## config.mk

```make
export PLATFORM = sky130hd
export DESIGN_NAME = rcf_front
export DESIGN_NICKNAME = d
export VERILOG_FILES = /design/src/design/ray_cube_face_intersection_defines.svh /design/src/design/rcf_pkg.sv /design/src/design/rcf_front.sv
export SDC_FILE = /design/constraint.sdc
export NUM_CORES = 1
export LEC_CHECK = 0
export BUFFER_PORTS_ARGS = -buffer_cell sky130_fd_sc_hd__buf_2
export CORE_AREA = 2 2 305 307
export DETAILED_ROUTE_END_ITERATION = 10
export DIE_AREA = 0 0 307 309
export PLACE_DENSITY = 0.64
export SYNTH_ARGS = -nofsm -noshare
export SYNTH_HDL_FRONTEND = slang
export SYNTH_SLANG_ARGS = --single-unit
```

## constraint.sdc

```tcl
create_clock -name clk -period 69 [get_ports clk]
set_input_delay 6.9 -clock clk [delete_from_list [all_inputs] [get_ports clk]]
set_output_delay 6.9 -clock clk [all_outputs]
set_load 0.01 [all_outputs]
```

## src/design/ray_cube_face_intersection_defines.svh

```systemverilog
// Assertion macros shared by the ray to cube face intersection design.
// Each macro expects clk and rst_n to be visible where it is used.
`ifndef RAY_CUBE_FACE_INTERSECTION_DEFINES_SVH
`define RAY_CUBE_FACE_INTERSECTION_DEFINES_SVH

// The consequent must hold in the same cycle as the antecedent.
`define RCF_ASSERT_IMPL(lbl, ante, cons, msg) \
    lbl: assert property (@(posedge clk) disable iff (!rst_n) (ante) |-> (cons)) \
        else $error(msg);

// The consequent must hold in the cycle after the antecedent.
`define RCF_ASSERT_NEXT(lbl, ante, cons, msg) \
    lbl: assert property (@(posedge clk) disable iff (!rst_n) (ante) |=> (cons)) \
        else $error(msg);

`endif

```

## src/design/rcf_pkg.sv

```systemverilog
// Package for the ray to cube face intersection design: widths, face codes,
// the queued item type and small helper functions. Depends on nothing.
package rcf_pkg;

    localparam int FRAC_BITS = 16;
    localparam int MAX_LEVEL = 8;

    localparam int CW       = 32;
    localparam int IW       = 8;
    localparam int LW       = 4;
    localparam int NAXIS    = 3;
    localparam int NFACE    = 6;
    localparam int PW       = IW + 1 + FRAC_BITS;
    localparam int SPW      = PW + 1;
    localparam int NW       = CW + 2;
    localparam int MW       = NW - 1;
    localparam int DVW      = CW;
    localparam int QW       = MW + FRAC_BITS;
    localparam int QHW      = QW - CW;
    localparam int PRW      = CW + QW;
    localparam int CAP_BIT  = 62;
    localparam int MGW      = CAP_BIT + 1 - FRAC_BITS;
    localparam int PTW      = MGW + 2;
    localparam int RIW      = $clog2(NFACE);

    typedef logic [2:0] face_t;
    typedef logic [1:0] axis_t;

    localparam face_t FACE_LEFT  = 3'd0;
    localparam face_t FACE_RIGHT = 3'd1;
    localparam face_t FACE_UP    = 3'd2;
    localparam face_t FACE_DOWN  = 3'd3;
    localparam face_t FACE_FRONT = 3'd4;
    localparam face_t FACE_BACK  = 3'd5;

    localparam axis_t AXIS_X = 2'd0;
    localparam axis_t AXIS_Y = 2'd1;
    localparam axis_t AXIS_Z = 2'd2;

    typedef struct packed {
        logic [NAXIS-1:0][CW-1:0]  p;
        logic [NAXIS-1:0]          dneg;
        logic [NAXIS-1:0][DVW-1:0] dmag;
        logic [NAXIS-1:0]          dnz;
        logic [NAXIS-1:0][SPW-1:0] lo;
        logic [NAXIS-1:0][SPW-1:0] hi;
        logic [NFACE-1:0][MW-1:0]  nmag;
        logic [NFACE-1:0]          nneg;
    } item_t;

    function automatic axis_t face_axis(input face_t f);
        axis_t a;
        begin
            case (f)
                FACE_LEFT, FACE_RIGHT: a = AXIS_X;
                FACE_UP, FACE_DOWN:    a = AXIS_Y;
                default:               a = AXIS_Z;
            endcase
            return a;
        end
    endfunction

    function automatic logic face_is_high(input face_t f);
        logic h;
        begin
            case (f)
                FACE_RIGHT, FACE_UP, FACE_FRONT: h = 1'b1;
                default:                         h = 1'b0;
            endcase
            return h;
        end
    endfunction

    function automatic axis_t other_axis(input axis_t a, input logic second);
        axis_t k;
        begin
            if (!second)
            begin
                k = (a == AXIS_X) ? AXIS_Y : AXIS_X;
            end
            else
            begin
                k = (a == AXIS_Z) ? AXIS_Y : AXIS_Z;
            end
            return k;
        end
    endfunction

    function automatic logic [CW-1:0] sat_coord(input logic [PTW-1:0] v);
        logic [CW-1:0] r;
        begin
            if ((&v[PTW-1:CW-1]) || !(|v[PTW-1:CW-1]))
            begin
                r = v[CW-1:0];
            end
            else if (v[PTW-1])
            begin
                r = {1'b1, {(CW-1){1'b0}}};
            end
            else
            begin
                r = {1'b0, {(CW-1){1'b1}}};
            end
            return r;
        end
    endfunction

endpackage

```

## src/design/rcf_front.sv

```systemverilog
// Front stage: takes a ray and a cell, forms the cube bounds, the face plane
// offsets and the direction magnitudes, and hands the item on. Uses rcf_pkg.
module rcf_front import rcf_pkg::*;
(
    input  logic                 clk,
    input  logic                 rst_n,
    input  logic                 push,
    output logic                 full,
    input  logic signed [CW-1:0] origin_x,
    input  logic signed [CW-1:0] origin_y,
    input  logic signed [CW-1:0] origin_z,
    input  logic signed [CW-1:0] dir_x,
    input  logic signed [CW-1:0] dir_y,
    input  logic signed [CW-1:0] dir_z,
    input  logic [IW-1:0]        cell_x,
    input  logic [IW-1:0]        cell_y,
    input  logic [IW-1:0]        cell_z,
    input  logic [LW-1:0]        level,
    output logic                 q_push,
    input  logic                 q_full,
    output item_t                q_item
);

    logic  hold_reg;
    logic  hold_next;
    item_t item_reg;
    item_t item_next;
    logic  take;

    assign take      = push && !full;
    assign full      = hold_reg && q_full;
    assign hold_next = take || (hold_reg && q_full);
    assign q_push    = hold_reg;
    assign q_item    = item_reg;

    always_comb
    begin
        logic [LW-1:0]              lvl;
        logic [NAXIS-1:0][CW-1:0]   p;
        logic [NAXIS-1:0][CW-1:0]   d;
        logic [NAXIS-1:0][IW-1:0]   idx;
        logic [PW-1:0]              lw;
        logic [PW-1:0]              hw;
        logic [SPW-1:0]             plane;
        logic [NW-1:0]              num;
        axis_t                      a;
        lvl = ({1'b0, level} > (LW+1)'(MAX_LEVEL)) ? LW'(MAX_LEVEL) : level;
        p   = {origin_z, origin_y, origin_x};
        d   = {dir_z, dir_y, dir_x};
        idx = {cell_z, cell_y, cell_x};
        item_next = '0;
        for (int i = 0; i < NAXIS; i++)
        begin
            lw = {1'b0, idx[i], {FRAC_BITS{1'b0}}} >> lvl;
            hw = {(IW+1)'(idx[i]) + (IW+1)'(1), {FRAC_BITS{1'b0}}} >> lvl;
            if (axis_t'(i) == AXIS_Z)
            begin
                item_next.lo[i] = -{1'b0, hw};
                item_next.hi[i] = -{1'b0, lw};
            end
            else
            begin
                item_next.lo[i] = {1'b0, lw};
                item_next.hi[i] = {1'b0, hw};
            end
            item_next.p[i]    = p[i];
            item_next.dneg[i] = d[i][CW-1];
            item_next.dmag[i] = d[i][CW-1] ? -d[i] : d[i];
            item_next.dnz[i]  = |d[i];
        end
        for (int f = 0; f < NFACE; f++)
        begin
            a     = face_axis(face_t'(f));
            plane = face_is_high(face_t'(f)) ? item_next.hi[a] : item_next.lo[a];
            num   = {{(NW-SPW){plane[SPW-1]}}, plane} - {{(NW-CW){p[a][CW-1]}}, p[a]};
            item_next.nneg[f] = num[NW-1];
            item_next.nmag[f] = num[NW-1] ? MW'(-num) : num[MW-1:0];
        end
    end

    always_ff @(posedge clk or negedge rst_n)
    begin
        if (!rst_n)
        begin
            hold_reg <= 1'b0;
        end
        else
        begin
            hold_reg <= hold_next;
        end
    end

    always_ff @(posedge clk)
    begin
        if (take)
        begin
            item_reg <= item_next;
        end
    end

endmodule

```

; Word-level counts from Yosys, hierarchy flattened
; Index checks and enable logic that the tools add are counted.
[word_totals]
regBits = 555
input_bits = 224
out_inout_bits = 560
[op_classes]
shift = 6
addsub = 20
order_cmp = 1
n_reduce_logical = 7
mux = 10
[ops]
columns = operator, count
row1 = 33-bit 2-to-1 mux, 6
row2 = 33-bit negator, 6
row3 = 26-bit by 32-bit subtractor with 33-bit output, 6
row4 = 32-bit negator, 3
row5 = 32-bit OR reduction, 3
row6 = 31-bit 2-to-1 mux, 3
row7 = 24-bit by 4-bit >> shifter with 25-bit output, 3
row8 = 25-bit by 4-bit >> shifter with 25-bit output, 3
row9 = 25-bit negator with 26-bit output, 2
row10 = 8-bit by 1-bit adder with 9-bit output (second input constant), 3
row11 = 4-bit greater-than comparator (second input constant), 1
row12 = 4-bit 2-to-1 mux, 1
row13 = 1-bit logical AND, 2
row14 = 1-bit zero test, 1
row15 = 1-bit logical OR, 1

; Longest topological paths before layout
; Gate-level depths: netlist (run 1).
[logic_depth]
depth_word = 7
mapped_depth = 27
depth_no_buf = 23

; Worst setup path after synthesis (run 1)
; Ideal clock, no wire load.
[synth_timing]
kind = input to register
from = in q_full
to = reg item_reg, in the netlist q_item[0], enable pin
stages = 2
path_slack_ps = 36716
arrival_ps = 30767
t_required_ps = 67483
path_cell_list = and2_1 nor2b_1
[synth_via]
elab_chain_cells = 3
[synth_lines]
columns = item, line_no
row1 = from (decl), rcf_front.sv:20  ; input logic q_full,
row2 = 1-bit logical AND, rcf_front.sv:31  ; assign full = hold_reg && q_full;
row3 = 1-bit zero test, rcf_front.sv:30  ; assign take = push && !full;
row4 = 1-bit logical AND, rcf_front.sv:30
row5 = via take, rcf_front.sv:28  ; logic take;
row6 = to (signal assigned), rcf_front.sv:97  ; item_reg <= item_next;
row7 = to (decl), rcf_front.sv:26  ; item_t item_reg;
; The timed path passes the listed nets, and every way through them passes these cells.
; A chain may end at the register's enable or synchronous reset.

; Final worst setup path (run 1)
[layout_timing]
from = in q_full
to = out full
[layout_via]
elab_chain_cells = 1
[layout_lines]
columns = item, line_no
row1 = 1-bit logical AND, rcf_front.sv:31
row2 = to (decl), rcf_front.sv:8  ; output logic full,
; No other way between the ends.

==> results.txt, run 1 <==
Dpl hpwl = 102,000 um
Startpoint types = input port
Final setup viols = 0
Post-CTS Setup Bufs = 0
Synth Flop Type = edfxtp_1
Measured slew at the worst slew-check pin = 1.04 ns
Std cell rows = 111
Vias in the first global route = 29,800
Area leader, netlist = edfxtp_1
Max H-tree Level = 3
Net Switching = 0.352 mW
Maximum clock rate = 70.3 MHz
Area Overhead vs Synth = 19.8%
Setup crit end kind = output pin
Setup crit end = full
Overflow left after global routing = 0
Die Span Y = 309 um
Top sig layer = met5
WL met1 = 52,300 um
Setup TNS = 0 ns
Initial core utilization = 40.2%
Core region area = 91,400 um^2
Initial antenna violation count = 32
Synth Cell Area = 36,800 um^2
Hold_buf cts = 0
Dominant cell by count in the synthesized netlist = edfxtp_1
Leak = 17.5 nW
Die X = 307 um
Status = finished clean
Ys async rst share = 0.185%
Worst setup margin = 54.78 ns
Share of the synthesized area in the top cell type = 44.1%
Ranking of synthesized cells by area = edfxtp_1 44%, xnor2_1 7.5%, ha_1 5.8%
DRT antenna net count = 0
Sw Ratio = 33.0%
Routed met2 length = 60,300 um
Die area = 94,900 um^2
Vias/cell = 5.65
Wire length of the first global-routing pass = 187,000 um
DRT Pass-1 Iters = 7
Final min period = 14.22 ns
Place WS = 54.60 ns
Max IR drop VDD = 0.0000166 V
Seq cells post-synth = 541
RSZ-0062 raised after global routing = false
# IOs = 784
Placer congestion estimate = 0.949
Synth Instances = 3,739
Clock sink count = 541
Post-synthesis sequential area ratio = 44.2%
Setup CP Type = input port to output pin
# DRC = 0
Share of power burned in combinational logic = 28.2%
Layout cells sized above 1 = 21.9%
Int Pwr = 0.717 mW
R2R depth = 4
Pwr per Cell Area = 24.3 nW/um^2
Reg2reg setup slack = 66.15 ns
Post-CTS sizing = 0
Num CTS Buffers = 66
Reg2reg start = q_push
Worst skew pair latency = 0.65 ns
Synth top cells by count = 540 x edfxtp_1, 357 x nand2_1, 313 x xnor2_1
DRT Wirelength = 129,000 um
Clock Pin Slew Worst Setup and Hold Paths = 0.06 ns
Longest Clk Path Bufs = 3
Critical R2R Capture = q_item[309]
Max transition margin = 29.2%
Min-Delay Path Class = register to register
Synth Area per Inst = 9.83 um^2
Synth unique cells = 117
Fin. Hold Viols = 0
Max Cap Viol = 0
CP max FO = 3
Vias = 32,500
Number of DRC markers in iteration 0 = 3,105
I/O Buffers = 771
Clock Skew = 0.0317 ns
Max-slew violations = 0
Layout Nets = 4,911
Ys Warns = 0
Largest net degree at the start of global routing = 182
WP data required = 62.10 ns
Met3 Routed Length = 11,400 um
Setup crit start = q_full
CTS root buf = clkbuf_16
Mean routed wirelength per cell = 22.4 um
CTS tree = yes
Final Cycle Share = 20.6%
Tot GR Track Use = 25.9%
Clk network pwr share = 33.0%
Critical Path AT = 7.32 ns
Number of synthesized flops with an enable pin = 540
Sequential Power Share = 38.8%
[flip-flops by register name, indices dropped and copies added (netlist names)]
register  cells
q_item      540
q_push        1
[placed cells by master, fill, tap and decap left out, types with 44 or more instances in the layout]
cell       netlist  routed
nand3_1         75      75
ha_1           170     170
a21oi_1        259     259
conb_1           2      94
a211oi_1        53      53
inv_1          159     159
or3_1           56      56
edfxtp_1       540     540
o31ai_1         61      61
xnor2_1        313     313
nor3_1          93      93
nand4_1         49      49
o211ai_1        44      44
xor2_1         112     112
buf_2            5     771
nor2_1         285     284
nand2_1        357     357
a21o_1          51      51
o21ai_0        227     227
clkbuf_16        0      66
[final cells by class]
class | count | area [um^2]
well taps | 1186 | 1480
repair buffers | 787 | 4000
clock buffers | 83 | 1770
diodes | 7 | 17.5
multi-input cells | 2956 | 19500
inverters | 159 | 597
fillers | 8654 | 47400
flip-flops and latches | 541 | 16200
clock inverters | 39 | 432
[metal layers]
metal  up-vias  global-route usage [%]
met1     15500                    32.8
li1      15400                       -
met5         -                       0
met2      1381                    42.5
met4        38                    9.90
met3       219                    6.69
[cells by family after synthesis]
group / count (synthesis) / synth area share (%)
other: 2 / 0.0204
buffers and inverters: 334 / 3.82
AO/OA/AOI/OAI: 1006 / 17.9
XOR/XNOR: 425 / 10.1
flip-flops: 541 / 44.2
adder cells (fa/ha/maj): 176 / 6.11
multiplexers: 49 / 1.56
AND/OR/NAND/NOR: 1206 / 16.3
[critical path, stage by stage]
cell	delay, ns
buf_2	0.07
and2_1	0.19
buf_2	0.16
[power groups by stage]
| stage | Sequential [mW] | Combinational (mW) | Clock (mW) |
|---|---|---|---|
| after CTS | 0.416 | 0.298 | 0.362 |
| after floorplan | 0.450 | 0.185 | 0 |
| final | 0.415 | 0.301 | 0.353 |
| after global placement | 0.422 | 0.294 | 0 |
| after detailed placement | 0.422 | 0.296 | 0 |
| after global routing | 0.417 | 0.328 | 0.374 |
[stage by stage]
stage / power, mW / area (um^2) / hold slack (ns) / cells / utilization [%]
after floorplan: 0.635 / 37100 / 0.730 / 3831 / -
after global placement: 0.716 / 41800 / 0.675 / 5629 / 45.7
after detailed placement: 0.718 / 41800 / 0.689 / 5629 / 45.7
after CTS: 1.08 / 44000 / 0.702 / 5751 / 48.1
after global routing: 1.12 / 44000 / 0.760 / 5752 / 48.1
final: 1.07 / 44000 / 0.701 / 5758 / 48.2
[worst min path at each step]
| stage | startpoint | end | slack, ns | depth (start not counted) |
|---|---|---|---|---|
| 6_report | q_push | q_push | 0.70 | 2 |
| 5_1_grt | q_push | q_push | 0.76 | 2 |
| 4_1_cts | q_push | q_push | 0.70 | 2 |
| 3_5_place_dp | q_push | q_push | 0.69 | 2 |
| 3_3_place_gp | q_push | q_push | 0.67 | 2 |
| 2_1_floorplan | q_push | q_push | 0.73 | 2 |
Power figures use the tool's default switching activity.
==> run 2, diff against run 1 <==
- CORE_AREA: 2 2 305 307 -> 2 2 309 311
- DIE_AREA: 0 0 307 309 -> 0 0 311 313
- PLACE_DENSITY: 0.64 -> 0.63
- clock period: 69 -> 13.7 ns (I/O delays scaled with it)
==> results.txt, run 2 (synthesis gave the netlist of run 1 again) <==
Status = finished clean
Clock Skew = 0.0392 ns
WP data required = 14.06 ns
Post-CTS sizing = 0
Final Cycle Share = 59.4%
DRT Wirelength = 130,000 um
Measured slew at the worst slew-check pin = 1.21 ns
Met2 Usage GRT = 41.7%
Setup CP Type = input port to register
Area Overhead vs Synth = 20.2%
Setup crit end kind = register
Wire length of the first global-routing pass = 189,000 um
DRT antenna net count = 0
Placed insts = 5,708
Layout cells sized above 1 = 21.9%
Core region area = 94,200 um^2
Vias = 32,400
Worst skew pair latency = 0.64 ns
Max Cap Viol = 0
Max-slew violations = 0
Final min period = 8.14 ns
Placed instance area = 41,900 um^2
Max H-tree Level = 3
Largest register FFs = 540
Longest Clk Path Bufs = 3
Die area = 97,300 um^2
Fin. Hold Viols = 0
Post-CTS Setup Bufs = 0
WHS = 0.489 ns
Vias in the first global route = 30,000
I/O Buffers = 771
Num CTS Buffers = 67
CTS root buf = clkbuf_16
RSZ-0062 raised after global routing = false
Fin util = 46.9%
CP max FO = 29
Final setup viols = 0
Slowest CP cell = inv_1
Maximum clock rate = 123 MHz
Worst path max stage delay = 0.67 ns
Critical Path AT = 8.50 ns
Overflow left after global routing = 0
Met3 usage = 7.32%
Grt met1 use = 32.3%
Clock sink count = 541
Initial antenna violation count = 41
Busiest grt layer = met2
Layout Nets = 4,912
Pwr per Cell Area = 123 nW/um^2
# IOs = 784
Startpoint types = input port
Finished Layout Cells = 5,848
Placer congestion estimate = 0.943
Die X = 311 um
Cells along the critical path = buf_2 > inv_1 > nor2_2 > buf_4 > mux4_2 > o21ai_0 > and3_1 > o2111a_1 > o211ai_1 > nor4_1 > nand2b_1 > xnor2_1 > ha_1 > a21oi_1 > nand2_1 > o21ai_0 > o31ai_1 > a211oi_1 > a21oi_1 > nand2_1 > a31oi_1 > inv_1 > o21ai_0 > xnor2_1
Largest net degree at the start of global routing = 166
Most common cell after layout, fill and taps aside = buf_2
Die Span Y = 313 um
Leak = 17.5 nW
Critical path's most frequent cell = o21ai_0
Clock Pin Slew Worst Setup and Hold Paths = 0.06 ns
Most frequent cells in the layout = 771 x buf_2, 540 x edfxtp_1, 357 x nand2_1
Final instance area = 44,200 um^2
Min-Delay Path Class = input port to asynchronous set/reset pin
Hold_buf cts = 0
Mean routed wirelength per cell = 22.3 um
R2R depth = 5
Dpl hpwl = 103,000 um
CTS tree = yes
Tot GR Track Use = 25.6%
Setup TNS = 0 ns
Number of DRC markers in iteration 0 = 2,880
Max IR drop VDD = 0.000114 V
Std cell rows = 113
Initial core utilization = 39.0%
Max transition margin = 18.3%
Vias/cell = 5.55
# DRC = 0
DRT Pass-1 Iters = 5
## run 2: cell type report
class,instances,area [um^2]
Sequential cell,541,16200
Timing Repair Buffer,787,4000
Clock buffer,81,1790
Fill cell,9060,50000
Clock inverter,40,437
Tap cell,1265,1580
Antenna cell,19,47.5
Inverter,159,597
Multi-Input combinational cell,2956,19500
## run 2: per-stage QoR
stage	setup WS, ns	power (mW)
6_report	5.56	5.42
5_1_grt	4.86	5.68
4_1_cts	5.73	5.46
3_5_place_dp	5.04	3.63
3_3_place_gp	5.27	3.62
2_1_floorplan	3.65	3.14
## run 2: layer usage
layer / part of all wire [%] / vias up
li1: - / 15400
met1: 41 / 15400
met2: 47 / 1304
met3: 9.1 / 233
met4: 3.7 / 34
met5: 0.18 / -
## run 2: worst paths after layout
| path | startpoint | to | slack, ns |
|---|---|---|---|
| worst max register to register | q_push | q_item[55] | 10.01 |
| worst max-delay path | level[1] | q_item[186] | 5.56 |
| worst min-delay path | rst_n | q_push | 0.49 |
| max in group asynchronous | rst_n | q_push | 13.13 |
| worst min register to register | q_push | q_push | 0.91 |
| min in group clk | q_push | q_push | 0.91 |
## run 2: where the power goes
group | switching (mW) | internal [mW]
clock network | 0.733 | 1.07
logic | 0.982 | 0.546
registers | 0.0515 | 2.04
total | 1.77 | 3.66
## run 2: worst max-delay path, delay by kind of cell
kind / cells / cell delay [ns]
AOI/OAI and AO/OA: 10 / 2.43
muxes: 1 / 0.35
xor gates and xnor gates: 2 / 0.41
and+or+nand+nor: 6 / 1.74
buffers and inverters: 4 / 1.80
adders and majority gates: 1 / 0.37
