`config.mk`:
```
export PLATFORM = sky130hd
export DESIGN_NAME = rcf_queue
export DESIGN_NICKNAME = d
export VERILOG_FILES = /design/src/design/ray_cube_face_intersection_defines.svh /design/src/design/rcf_pkg.sv /design/src/design/rcf_queue.sv
export SDC_FILE = /design/constraint.sdc
export NUM_CORES = 1
export LEC_CHECK = 0
export BUFFER_PORTS_ARGS = -buffer_cell sky130_fd_sc_hd__clkbuf_2
export CAP_MARGIN = 0
export CORE_AREA = 2 2 439 441
export CTS_BUF_LIST = sky130_fd_sc_hd__clkbuf_4
export DETAILED_ROUTE_END_ITERATION = 6
export DIE_AREA = 0 0 441 443
export SLEW_MARGIN = 20
export SYNTH_ARGS = -nofsm -noshare
export SYNTH_HDL_FRONTEND = slang
export SYNTH_SLANG_ARGS = --single-unit
export TNS_END_PERCENT = 50
```
`constraint.sdc`:
```
create_clock -name clk -period 31.1 [get_ports clk]
set_clock_uncertainty 0.15 [all_clocks]
set_input_delay 7.775 -clock clk [delete_from_list [all_inputs] [get_ports clk]]
set_output_delay 7.775 -clock clk [all_outputs]
set_load 0.02 [all_outputs]
```
`src/design/ray_cube_face_intersection_defines.svh`:
```
// Assertion macros shared by the ray to cube face intersection design.
// Each macro expects clk and rst_n to be visible where it is used.
`ifndef RAY_CUBE_FACE_INTERSECTION_DEFINES_SVH
`define RAY_CUBE_FACE_INTERSECTION_DEFINES_SVH

// The consequent must hold in the same cycle as the antecedent.
`define RCF_ASSERT_IMPL(lbl, ante, cons, msg) \
    lbl: assert property (@(posedge clk) disable iff (!rst_n) (ante) |-> (cons)) \
        else $error(msg);

// The consequent must hold in the cycle after the antecedent.
`define RCF_ASSERT_NEXT(lbl, ante, cons, msg) \
    lbl: assert property (@(posedge clk) disable iff (!rst_n) (ante) |=> (cons)) \
        else $error(msg);

`endif

```
`src/design/rcf_pkg.sv`:
```
// Package for the ray to cube face intersection design: widths, face codes,
// the queued item type and small helper functions. Depends on nothing.
package rcf_pkg;

    localparam int FRAC_BITS = 16;
    localparam int MAX_LEVEL = 8;

    localparam int CW       = 32;
    localparam int IW       = 8;
    localparam int LW       = 4;
    localparam int NAXIS    = 3;
    localparam int NFACE    = 6;
    localparam int PW       = IW + 1 + FRAC_BITS;
    localparam int SPW      = PW + 1;
    localparam int NW       = CW + 2;
    localparam int MW       = NW - 1;
    localparam int DVW      = CW;
    localparam int QW       = MW + FRAC_BITS;
    localparam int QHW      = QW - CW;
    localparam int PRW      = CW + QW;
    localparam int CAP_BIT  = 62;
    localparam int MGW      = CAP_BIT + 1 - FRAC_BITS;
    localparam int PTW      = MGW + 2;
    localparam int RIW      = $clog2(NFACE);

    typedef logic [2:0] face_t;
    typedef logic [1:0] axis_t;

    localparam face_t FACE_LEFT  = 3'd0;
    localparam face_t FACE_RIGHT = 3'd1;
    localparam face_t FACE_UP    = 3'd2;
    localparam face_t FACE_DOWN  = 3'd3;
    localparam face_t FACE_FRONT = 3'd4;
    localparam face_t FACE_BACK  = 3'd5;

    localparam axis_t AXIS_X = 2'd0;
    localparam axis_t AXIS_Y = 2'd1;
    localparam axis_t AXIS_Z = 2'd2;

    typedef struct packed {
        logic [NAXIS-1:0][CW-1:0]  p;
        logic [NAXIS-1:0]          dneg;
        logic [NAXIS-1:0][DVW-1:0] dmag;
        logic [NAXIS-1:0]          dnz;
        logic [NAXIS-1:0][SPW-1:0] lo;
        logic [NAXIS-1:0][SPW-1:0] hi;
        logic [NFACE-1:0][MW-1:0]  nmag;
        logic [NFACE-1:0]          nneg;
    } item_t;

    function automatic axis_t face_axis(input face_t f);
        axis_t a;
        begin
            case (f)
                FACE_LEFT, FACE_RIGHT: a = AXIS_X;
                FACE_UP, FACE_DOWN:    a = AXIS_Y;
                default:               a = AXIS_Z;
            endcase
            return a;
        end
    endfunction

    function automatic logic face_is_high(input face_t f);
        logic h;
        begin
            case (f)
                FACE_RIGHT, FACE_UP, FACE_FRONT: h = 1'b1;
                default:                         h = 1'b0;
            endcase
            return h;
        end
    endfunction

    function automatic axis_t other_axis(input axis_t a, input logic second);
        axis_t k;
        begin
            if (!second)
            begin
                k = (a == AXIS_X) ? AXIS_Y : AXIS_X;
            end
            else
            begin
                k = (a == AXIS_Z) ? AXIS_Y : AXIS_Z;
            end
            return k;
        end
    endfunction

    function automatic logic [CW-1:0] sat_coord(input logic [PTW-1:0] v);
        logic [CW-1:0] r;
        begin
            if ((&v[PTW-1:CW-1]) || !(|v[PTW-1:CW-1]))
            begin
                r = v[CW-1:0];
            end
            else if (v[PTW-1])
            begin
                r = {1'b1, {(CW-1){1'b0}}};
            end
            else
            begin
                r = {1'b0, {(CW-1){1'b1}}};
            end
            return r;
        end
    endfunction

endpackage

```
`src/design/rcf_queue.sv`:
```
// Two-entry queue between the front and back stages.
// Uses the item type of rcf_pkg.
module rcf_queue import rcf_pkg::*;
(
    input  logic  clk,
    input  logic  rst_n,
    input  logic  push,
    output logic  full,
    input  item_t item_in,
    input  logic  pop,
    output logic  empty,
    output item_t item_out
);

    localparam int DEPTH = 2;
    localparam int AW    = $clog2(DEPTH);

    item_t           ent_reg [DEPTH];
    logic [AW-1:0]   wr_reg;
    logic [AW-1:0]   wr_next;
    logic [AW-1:0]   rd_reg;
    logic [AW-1:0]   rd_next;
    logic [AW:0]     cnt_reg;
    logic [AW:0]     cnt_next;
    logic            do_push;
    logic            do_pop;

    assign full     = (cnt_reg == (AW+1)'(DEPTH));
    assign empty    = (cnt_reg == '0);
    assign do_push  = push && !full;
    assign do_pop   = pop && !empty;
    assign item_out = ent_reg[rd_reg];
    assign wr_next  = do_push ? wr_reg + AW'(1) : wr_reg;
    assign rd_next  = do_pop ? rd_reg + AW'(1) : rd_reg;
    assign cnt_next = cnt_reg + (AW+1)'(do_push) - (AW+1)'(do_pop);

    always_ff @(posedge clk or negedge rst_n)
    begin
        if (!rst_n)
        begin
            wr_reg  <= '0;
            rd_reg  <= '0;
            cnt_reg <= '0;
        end
        else
        begin
            wr_reg  <= wr_next;
            rd_reg  <= rd_next;
            cnt_reg <= cnt_next;
        end
    end

    always_ff @(posedge clk)
    begin
        if (do_push)
        begin
            ent_reg[wr_reg] <= item_in;
        end
    end

endmodule

```
# After elaboration in Yosys (flattened, before gate mapping)
# Memory sizes are Yosys's and may differ from the RTL's.
# Index checks and enable logic that the tools add are counted.
[word_totals] register_bits=4 mem_bits_rw=1116 output_inout_bits=560 elab_cells=16 n_memories=1
[mem_list] name="ent_reg" words=2 word_bits=558 read_ports=1 rd_clocked_by_memory_dff=0 write_ports=1 line_no="rcf_queue.sv:18" rtl="item_t ent_reg [DEPTH];"
[classes] n_addsub=4 n_eq_ne=1 muxes=2 n_reduce_logical=5
[op_table] cell="$add A1 B1 Y1 const B" count=2
[op_table] cell="$add A2 B1 Y2" count=1
[op_table] cell="$eq A2 B2 Y1 const B" count=1
[op_table] cell="$logic_and A1 B1 Y1" count=2
[op_table] cell="$logic_not A1 Y1" count=2
[op_table] cell="$logic_not A2 Y1" count=1
[op_table] cell="$mux W1" count=2
[op_table] cell="$sub A2 B1 Y2" count=1

# Depth between registers and ports, before layout
# Gate-level depths: netlist of run 1.
[logic_depth] word_depth=5 mapped_depth=7 mapped_depth_nobuf=7

# Least setup slack after synthesis of run 1
# OpenSTA, ideal clock, no wires.
[synth_timing] kind="in2reg" startpoint="input push" endpoint="memory ent_reg[0][0] in the netlist's numbering (enable)" setup_ps=1493 arrival_time_ps=30943 required_ps=29457 path_slack_ps=-1485 path_stages=2 cell_sequence="nand2_1 > nor2_1"
[synth_via] elab_chain_len=3
[synth_rtl] element="start: declaration" line_no="rcf_queue.sv:7" rtl="input logic push,"
[synth_rtl] element="$logic_and A1 B1 Y1" line_no="rcf_queue.sv:30" rtl="assign do_push = push && !full;"
[synth_rtl] element="$mux W1" line_no="rcf_queue.sv:55" rtl="if (do_push)"
[synth_rtl] element="$mux W1 (not written as such)" line_no="rcf_queue.sv:57" rtl="ent_reg[wr_reg] <= item_in;"
[synth_rtl] element="end: declaration" line_no="rcf_queue.sv:18"
# Every way passes these cells.

==> results of run 1 <==
==> how the worst max path moves through the flow <==
stage / cells past startpoint / endpoint
finish: 5 / item_out[551]
global placement: 7 / ent_reg[0][438]
CTS: 5 / item_out[551]
detailed placement: 7 / ent_reg[0][438]
floorplan: 2 / ent_reg[0][0]
global route: 5 / item_out[4]
==> routing by layer <==
layer	track usage [%]	vias up
met2	25.4	1155
met3	5.19	284
met4	5.81	6
met5	0	-
met1	18.0	11900
li1	-	10100
==> worst reg2reg max path: stages (launching register included) <==
cell and delay [ns]:
dfrtp_1 0.40, nand2b_1 0.15, nand2_1 0.16, nor2_4 0.61
buf_4 0.75, buf_4 0.91, buf_4 0.76, buf_4 0.95
==> placed cells by master (no fill, tap or decap) <==
cell	Yosys	layout
nor2b_1	1	1
mux2_4	500	500
bufinv_16	0	4
clkinv_1	0	56
clkinv_4	0	1
mux2_2	58	58
xor2_1	1	1
xnor2_1	3	3
buf_6	3	1
edfxtp_1	1116	1116
buf_4	4	23
nor2_4	0	1
nand2_1	1	1
clkinv_2	0	9
dfrtp_1	4	3
nor2_1	2	1
buf_16	0	1
inv_2	0	6
nand2b_1	1	1
clkbuf_4	0	451
clkbuf_2	0	1121
clkinvlp_4	0	2
inv_1	2	2
buf_12	55	2
ha_1	2	2
dfrtp_4	0	1
and3_4	0	1
diode_2	0	22
==> power groups by stage <==
stage | Sequential (mW) | Combinational [mW] | Clock (mW)
after detailed placement | 2.20 | 2.13 | 0
after global placement | 2.19 | 2.14 | 0
final | 2.16 | 2.11 | 1.32
after global routing | 2.19 | 2.20 | 1.45
after CTS | 2.17 | 2.14 | 1.37
after floorplan | 2.38 | 1.50 | 0
==> final cells by class <==
| cell class | instances | area (um2) |
|---|---|---|
| diodes | 22 | 55.1 |
| flip-flops and latches | 1120 | 33600 |
| inverters | 2 | 7.51 |
| clock inverters | 78 | 422 |
| repair buffers | 1148 | 5860 |
| clock buffers | 451 | 3390 |
| multi-input cells | 570 | 8260 |
| fillers | 19200 | 136000 |
| well taps | 2526 | 3160 |
==> kinds of logic (layout without fill, tap and decap cells) <==
logic type / Yosys count / after routing / share of synthesized area, %
mux: 558 / 558 / 19.0
simple gates: 6 / 6 / 0.0698
buf+inv: 64 / 1679 / 2.72
xor+xnor: 4 / 4 / 0.0814
fa+ha+maj: 2 / 2 / 0.0581
other cells: 0 / 22 / 0
flops: 1120 / 1120 / 78.1
==> stage by stage <==
stage	setup WS, ns	area [um2]
floorplan	8.00	43000
global placement	18.45	50900
detailed placement	18.45	50900
CTS	17.67	54700
global route	17.64	54800
finish	17.98	54800
==> metrics.cfg, run 1 <==
[die]
fp.coreArea_um2 = 191000
die_w_um = 441
start_util_pct = 22.5
row_count = 161
die_h_um = 443
io_pins = 1122
dieArea_um2 = 195000

[worst_setup_path]
path_max_fanout = 109
crit_buf_inv = 4
reg2reg_depth = 7
cp_slowest_stage_delay_ns = 0.90
crit_type = flip-flop to output port
regToRegStartpoint = cnt_reg[1]
r2r_end = ent_reg[0][25]
path_cells = buf_12, buf_4, buf_4, mux2_2, clkbuf_2
cp.required_ns = 23.18
crit_family = buffers and inverters
start_kind = flip-flop
arrival_ns = 5.19
ff2ff_setup_slack_ns = 25.74
startpoint = rd_reg
slowest_stage = buf_4
cpMostUsedCell = buf_4
setup.worst_path.end_class = output port

[final_layout]
nets = 3729
fin_cells = 5917
final_util_pct = 28.7
largest_register_ffs = 1116
synthToLayoutAreaGrowth_pct = 27.3
drive_gt1_share_pct = 64.8

[synthesis]
yosysTopAreaCell = edfxtp_1
ys_ff_latch = 1120
synthFlopType = edfxtp_1
synth_commonest_cells = edfxtp_1, mux2_4, mux2_2
synth_cells = 1754
ys_types = 16
yosysMostFrequentCell = edfxtp_1
seq_area_frac_synth_pct = 78.1
synth_edf_count = 1116
syn_nets = 2318
ys_top_cells_by_area = edfxtp_1, mux2_4, buf_12, mux2_2, dfrtp_1
yosys_warnings = 0
syn-cell-area_um2 = 43000
synth_top_cell_area_share_pct = 77.9
async_flop_share_pct = 0.357
syn_avg_cell_area_um2 = 24.5

[power_and_ir_drop]
switching_power_mw = 2.03
seq_power_share_pct = 38.7
total_leakage_power_nw = 21.9
switching_share_pct = 36.3
clockPowerShare_pct = 23.5
combPwrFrac_pct = 37.7
power.density_nw_per_um2 = 102
power_mw = 5.59
peakVddDrop_v = 0.0000664
intPower_mw = 3.56

[place]
placedCellCount = 5365
port_buffers = 1121
place_hpwl_mm = 118
gp_congestion = 0.927

[timing]
setup_viol = 0
worst_pin_slew_ns = 1.22
hold_violations = 0
finalCritPeriodShare_pct = 42.2
fin_crit_ns = 13.12
whs_ns = 0.351
rsz0062_at_grt = no
fmax_mhz = 76.2
slew_headroom_pct = 18.7
setup_tns_ns = 0
maxSlewViolCount = 0

[clocking]
worst_skew_pair.late_latency_ns = 1.19
clk_pin_slew_ns = 0.06
cts_resized = 0
post-cts-setup-buffer-count = 0
clock_path_buffers = 4
clock-sinks = 1120
cts_tree = done
cts_hold_buf = 0
htree_levels = 5
numCtsBuffers = 323
cts_root_buffer = clkbuf_4

[hold_path]
hp-start = cnt_reg[1]
hold_depth = 1
whs_endpoint = cnt_reg[1]
hold_path_class = flip-flop to flip-flop

[detailed_routing]
drt-met1-wl_mm = 61.2
dr_wl_met3_mm = 12.5
ant_nets = 0
drtIter0Drc = 1790
num_vias = 23500
vias_per_cell = 3.97
dr.pass1.iters = 5
drc_errors = 0
wl_per_cell_um = 26.2
met2WireLength_mm = 76.9
routed_wl_mm = 155
highest-signal-layer = met5

[grt]
grt_pass1_vias = 24000
grt_pass1_wl_mm = 201
grt_overflow = 0
grt_start_max_net_pins = 146
track_usage_pct = 15.2
antenna_found_initial = 71

[flow_run]
maxCapViolCount = 0

[run_status]
status = finished, final reports clean

Power figures use the tool's default switching activity.
==> run 2: changes to the inputs <==
--- a/config.mk
+++ b/config.mk
@@ -5,12 +5,13 @@
 export SDC_FILE = /design/constraint.sdc
 export NUM_CORES = 1
 export LEC_CHECK = 0
+export ABC_AREA = 1
 export BUFFER_PORTS_ARGS = -buffer_cell sky130_fd_sc_hd__clkbuf_2
 export CAP_MARGIN = 0
-export CORE_AREA = 2 2 439 441
+export CORE_AREA = 2 2 440 442
 export CTS_BUF_LIST = sky130_fd_sc_hd__clkbuf_4
 export DETAILED_ROUTE_END_ITERATION = 6
-export DIE_AREA = 0 0 441 443
+export DIE_AREA = 0 0 442 444
 export SLEW_MARGIN = 20
 export SYNTH_ARGS = -nofsm -noshare
 export SYNTH_HDL_FRONTEND = slang
==> constraint.sdc (replaced) <==
create_clock -name clk -period 11.6 [get_ports clk]
set_clock_uncertainty 0.15 [all_clocks]
set_input_delay 2.9 -clock clk [delete_from_list [all_inputs] [get_ports clk]]
set_output_delay 2.9 -clock clk [all_outputs]
set_load 0.02 [all_outputs]
==> run 2 against run 1 <==
Routed wire length up 0.70%; area after synthesis down 5.3%; non-clock buffer count down 1; first-iteration DRC count up 39%; power rose to 2.6 times the previous value; cell count up 19%; hold slack worse by 0.016 ns; utilization down 0.96 points; combinational power rose to 2.6 times the previous value; largest power group unchanged.
==> metrics.cfg, run 2 <==
[place]
place_ws_ns = 5.44  ; -13.01 ns
dpl_cell_area_um2 = 49200  ; -3.4%
place_hpwl_mm = 115  ; -2.5%
gp_congestion = 0.982  ; +6.0%
port_buffers = 1121  ; unchanged

[detailed_routing]
routed_wl_mm = 156  ; +0.70%
drc_errors = 0  ; unchanged
num_vias = 28600  ; +22%
vias_per_cell = 4.06  ; +2.2%
wl_per_cell_um = 22.2  ; -15%
ant_nets = 0  ; unchanged
dr.pass1.iters = 7  ; +2
drtIter0Drc = 2485  ; +39%

[power_and_ir_drop]
seq_power_share_pct = 38.8  ; about the same
total_leakage_power_nw = 22.6  ; +3.2%
intPower_mw = 8.69  ; +140%
combPwrFrac_pct = 37.2  ; -0.5 points
peakVddDrop_v = 0.000170  ; +160%
clockPowerShare_pct = 24.0  ; +0.5 points
switching_power_mw = 6.11  ; +200%
power_mw = 14.8  ; +160%
switching_share_pct = 41.3  ; +5.0 points
power.density_nw_per_um2 = 279  ; +170%

[synthesis]
yosysMostFrequentCell = nand2_1
async_flop_share_pct = 0.357  ; unchanged
synthFlopType = edfxtp_1
syn_avg_cell_area_um2 = 13.8  ; -44%
yosys_warnings = 0  ; unchanged
ys_top_cells_by_area = edfxtp_1, nand2_1, buf_2, buf_4, buf_6
syn-cell-area_um2 = 40800  ; -5.3%
seq_area_frac_synth_pct = 82.4  ; +4.3 points
yosysTopAreaCell = edfxtp_1
syn_nets = 3511  ; +51%
ys_types = 12  ; -4
synth_top_cell_area_share_pct = 82.2  ; +4.3 points
synth_commonest_cells = nand2_1, edfxtp_1, buf_2
synth_edf_count = 1116  ; unchanged
synth_cells = 2947  ; +68%
ys_ff_latch = 1120  ; unchanged

[timing]
rsz0062_at_grt = no
slew_headroom_pct = 25.6  ; +6.9 points
hold_violations = 0  ; unchanged
finalCritPeriodShare_pct = 63.0
setup_viol = 0  ; unchanged
worst_pin_slew_ns = 1.12  ; -0.104 ns
fmax_mhz = 137
finalWorstSetupSlack_ns = 4.29  ; -13.69 ns
maxSlewViolCount = 0  ; unchanged
setup_tns_ns = 0  ; unchanged
fin_crit_ns = 7.31

[clocking]
cts_resized = 0  ; unchanged
cts_tree = done
numCtsBuffers = 319  ; -1.2%
clk_pin_slew_ns = 0.06  ; about the same
cts_hold_buf = 0  ; unchanged
worst_skew_pair.late_latency_ns = 1.19  ; about the same
post-cts-setup-buffer-count = 0  ; unchanged
clock-sinks = 1120  ; unchanged
clock_path_buffers = 4  ; unchanged
htree_levels = 5  ; unchanged
cts_root_buffer = clkbuf_4

[worst_setup_path]
crit_family = buffers and inverters
path_max_fanout = 91  ; -17%
path_cells = inv_8, buf_16, buf_4, nand2_1, nand2_1, clkbuf_2
cp.required_ns = 8.55  ; -14.63 ns
crit_type = flip-flop to output port
cpMostUsedCell = nand2_1
cp_slowest_stage_delay_ns = 0.74  ; -0.16 ns
setup.worst_path.end_class = output port
slowest_stage = buf_4
start_kind = flip-flop
arrival_ns = 4.26  ; -0.93 ns
crit_buf_inv = 4  ; unchanged

[grt]
track_usage_pct = 15.4  ; +0.16 points
grt_pass1_vias = 28200  ; +17%
grt_overflow = 0  ; unchanged
grt_pass1_wl_mm = 213  ; +5.7%
grt_start_max_net_pins = 169  ; +16%
antenna_found_initial = 106  ; +49%

[die]
dieArea_um2 = 196000  ; +0.45%
die_w_um = 442  ; +0.23%
io_pins = 1122  ; unchanged
fp.coreArea_um2 = 192000  ; +0.21%
row_count = 161  ; unchanged
die_h_um = 444  ; +0.23%
start_util_pct = 21.3  ; -1.2 points

[final_layout]
final_util_pct = 27.7  ; -0.96 points
mostFrequentLayoutCell = nand2_1
mostFrequentLayoutCells = nand2_1, clkbuf_2, edfxtp_1, clkbuf_4, clkinv_1
final_cell_area_um2 = 53100  ; -3.1%
largest_register_ffs = 1116  ; unchanged
nets = 4856  ; +30%
num-fill-cells = 19800  ; +2.9%
synthToLayoutAreaGrowth_pct = 30.1
drive_gt1_share_pct = 36.3  ; -28 points

[hold_path]
hold_path_class = flip-flop to flip-flop

[run_status]
status = finished, final reports clean

[flow_run]
maxCapViolCount = 0  ; unchanged

-- run 2: cells by family after synthesis --
| group | share of synthesized area [%] |
|---|---|
| flip-flops | 82.4 |
| AND/OR/NAND/NOR | 15.6 |
| adder cells (fa/ha/maj) | 0.0614 |
| buffers and inverters | 1.92 |
-- run 2: final timing paths --
| kind | cells past startpoint | start | end | slack (ns) |
|---|---|---|---|---|
| setup / recovery | 6 | rd_reg | item_out[233] | 4.29 |
| hold / removal | 2 | wr_reg | wr_reg | 0.33 |
| setup reg to reg | 5 | cnt_reg[1] | ent_reg[0][238] | 7.87 |
| hold reg to reg | 2 | wr_reg | wr_reg | 0.33 |
| max in group asynchronous | 1 | rst_n | rd_reg | 9.79 |
| min in group asynchronous | 1 | rst_n | wr_reg | 1.36 |
-- run 2: power by group through the flow --
stage / Combinational (mW) / Clock [mW] / Sequential [mW]
after floorplan: 3.20 / 0 / 6.08
after CTS: 5.58 / 3.69 / 5.74
final: 5.51 / 3.55 / 5.73
after detailed placement: 5.57 / 0 / 5.82
after global routing: 5.92 / 3.89 / 5.80
after global placement: 5.56 / 0 / 5.80
-- run 2: worst reg2reg max path, stage by stage, from the launching register on --
cell        delay (ns)
dfrtp_1           0.39
nand2_1           0.25
nand3_4           0.12
clkinvlp_4        0.58
buf_4             0.86
buf_4             0.87
-- run 2: final cells by class --
| type | count | area, um2 | share of cell area [%] |
|---|---|---|---|
| flip-flops and latches | 1120 | 33600 | 63.4 |
| multi-input cells | 1693 | 6410 | 12.1 |
| repair buffers | 1147 | 5910 | 11.1 |
| clock buffers | 461 | 3460 | 6.52 |
| well taps | 2526 | 3160 | 5.96 |
| clock inverters | 54 | 355 | 0.670 |
| diodes | 33 | 82.6 | 0.156 |
| inverters | 11 | 52.6 | 0.0991 |
-- run 2: layer usage --
layer,share of wire (%),GRT usage [%],up-vias
li1,-,-,12900
met1,39,18.3,13700
met2,46,23.5,1529
met3,9.9,6.08,401
met4,4.8,9.07,28
met5,0.12,0,-
-- run 2: through the flow --
stage | std cells | hold slack, ns
floorplan | 2947 | 0.292
global placement | 6496 | 0.305
detailed placement | 6497 | 0.323
CTS | 7012 | 0.339
global route | 7039 | 0.360
finish | 7045 | 0.334
==> run 3: changes to the inputs <==
==> constraint.sdc (replaced) <==
create_clock -name clk -period 6.2 [get_ports clk]
set_clock_uncertainty 0.15 [all_clocks]
set_input_delay 1.55 -clock clk [delete_from_list [all_inputs] [get_ports clk]]
set_output_delay 1.55 -clock clk [all_outputs]
set_load 0.02 [all_outputs]
==> run 3 against run 2 <==
Design area rose by 0.52%; power up 88%; first-iteration DRC count fell by 2.2%; hold slack lost 0.034 ns; sequential power rose by 87%; count of clock-buffer cells in the layout grew 4; highest routed layer unchanged.
==> metrics.cfg, run 3 (same netlist as run 2, synthesis figures left out) <==
[final_layout]
mostFrequentLayoutCells = nand2_1, clkbuf_2, edfxtp_1, clkbuf_4, clkinv_1
nets = 4877  ; +0.43%
drive_gt1_share_pct = 36.7  ; +0.41 points
synthToLayoutAreaGrowth_pct = 30.8
largest_register_ffs = 1116  ; unchanged
mostFrequentLayoutCell = nand2_1
final_util_pct = 27.8  ; +0.14 points

[timing]
worst_pin_slew_ns = 1.33  ; +0.217 ns
slew_headroom_pct = 11.2  ; -14 points
fin_crit_ns = 5.47
rsz0062_at_grt = no
setup_viol = 0  ; unchanged
setup_tns_ns = 0  ; unchanged
finalCritPeriodShare_pct = 88.2
hold_violations = 0  ; unchanged
fmax_mhz = 183
maxSlewViolCount = 0  ; unchanged
whs_ns = 0.300  ; -0.0342 ns

[worst_setup_path]
regToRegStartpoint = cnt_reg[1]
path_max_fanout = 101  ; +11%
setup.worst_path.end_class = output port
start_kind = flip-flop
cp_slowest_stage_delay_ns = 0.64  ; -0.10 ns
r2r_end = ent_reg[1][274]
reg2reg_depth = 5  ; unchanged
path_cells = inv_8, buf_4, nand2_1, nand2_1, clkbuf_2
cp.required_ns = 4.50  ; -4.05 ns
arrival_ns = 3.77  ; -0.49 ns
slowest_stage = dfrtp_4
ff2ff_setup_slack_ns = 3.32  ; -4.55 ns
crit_type = flip-flop to output port
cpMostUsedCell = nand2_1

[grt]
grt_pass1_wl_mm = 215  ; +1.1%
grt_overflow = 0  ; unchanged
antenna_found_initial = 102  ; -3.8%
track_usage_pct = 15.7  ; +0.33 points
grt_pass1_vias = 27900  ; -1.0%
grt_start_max_net_pins = 155  ; -8.3%

[power_and_ir_drop]
power_mw = 27.8  ; +88%
peakVddDrop_v = 0.000288  ; +70%
power.density_nw_per_um2 = 521  ; +87%
total_leakage_power_nw = 22.8  ; +0.71%

[clocking]
clk_pin_slew_ns = 0.07  ; about the same
cts_tree = done
post-cts-setup-buffer-count = 0  ; unchanged
numCtsBuffers = 322  ; +0.94%
cts_root_buffer = clkbuf_4
clock-sinks = 1120  ; unchanged
htree_levels = 5  ; unchanged
clock_path_buffers = 4  ; unchanged
worst_skew_pair.late_latency_ns = 1.24  ; +0.05 ns

[die]
start_util_pct = 21.3  ; unchanged
io_pins = 1122  ; unchanged
row_count = 161  ; unchanged
fp.coreArea_um2 = 192000  ; unchanged
die_w_um = 442  ; unchanged
die_h_um = 444  ; unchanged
dieArea_um2 = 196000  ; unchanged

[hold_path]
hp-start = item_in[39]
whs_endpoint = ent_reg[1][39]
hold_path_class = input port to flip-flop
hold_depth = 1  ; -1

[detailed_routing]
drc_errors = 0  ; unchanged
drtIter0Drc = 2430  ; -2.2%
routed_wl_mm = 160  ; +2.6%
num_vias = 28800  ; +0.74%
dr.pass1.iters = 6  ; -1
vias_per_cell = 4.07  ; +0.37%
ant_nets = 0  ; unchanged
wl_per_cell_um = 22.7  ; +2.2%

[place]
gp_congestion = 0.973  ; -0.92%
place_hpwl_mm = 119  ; +3.2%
port_buffers = 1121  ; unchanged

[run_status]
status = finished, final reports clean

[flow_run]
maxCapViolCount = 0  ; unchanged

-- run 3: cell count changes in the layout (fill, tap and decap cells not counted), moves of 4 or more --
cell / before / now
buf_12: 7 / 18
buf_4: 18 / 25
inv_2: 1 / 6
clkbuf_4: 461 / 465
clkinv_1: 38 / 34
-- run 3: metal layers --
metal | part of all wire [%] | vias to the layer above | wire length, um | track usage [%]
met3 | 9.4 | 418 | 15000 | 5.80
li1 | - | 12900 | - | -
met1 | 38 | 13900 | 61200 | 18.3
met4 | 4.9 | 22 | 7840 | 8.77
met2 | 47 | 1521 | 76100 | 25.1
met5 | 0.087 | - | 140 | 0
-- run 3: through the flow --
step           area [um2]  cells  setup slack (ns)
2_1_floorplan       40800   2947             -4.35
3_3_place_gp        49400   6514              1.95
3_5_place_dp        49400   6514              1.97
4_1_cts             53200   7036             0.421
5_1_grt             53300   7061             0.434
6_report            53300   7071             0.729
-- run 3: where the power goes --
group / internal (mW) / switching, mW
logic: 2.45 / 7.95
registers: 10.3 / 0.389
clock network: 3.56 / 3.11
total: 16.3 / 11.4
-- run 3: what timing repair did --
| item | 4_1_cts | 5_1_grt |
|---|---|---|
| hold buffers | 1 | 0 |
| endpoints found under the hold margin | 4 | 0 |
| gates resized for setup | 0 | 0 |
| setup endpoints to repair | 0 | 0 |
-- run 3: final cells by class --
type	instances	area, um2
diodes	35	87.6
well taps	2526	3160
clock inverters	56	340
multi-input cells	1693	6410
clock buffers	465	3490
flip-flops and latches	1120	33600
inverters	11	52.6
fillers	19800	138000
repair buffers	1165	6170
-- run 3: worst max path at each step --
stage | from | end | slack [ns] | cells past startpoint
5_1_grt | rd_reg | item_out[500] | 0.43 | 5
3_5_place_dp | rd_reg | item_out[500] | 1.97 | 5
4_1_cts | rd_reg | item_out[500] | 0.42 | 5
3_3_place_gp | rd_reg | item_out[500] | 1.95 | 5
2_1_floorplan | push | ent_reg[0][0] | -4.35 | 2
6_report | rd_reg | item_out[500] | 0.73 | 5
-- run 3: worst max-delay path, delay by kind of cell (launching register included) --
family | cells | cell delay (ns)
AND/OR/NAND/NOR | 2 | 0.31
flip-flops | 1 | 0.64
buffers and inverters | 3 | 1.33
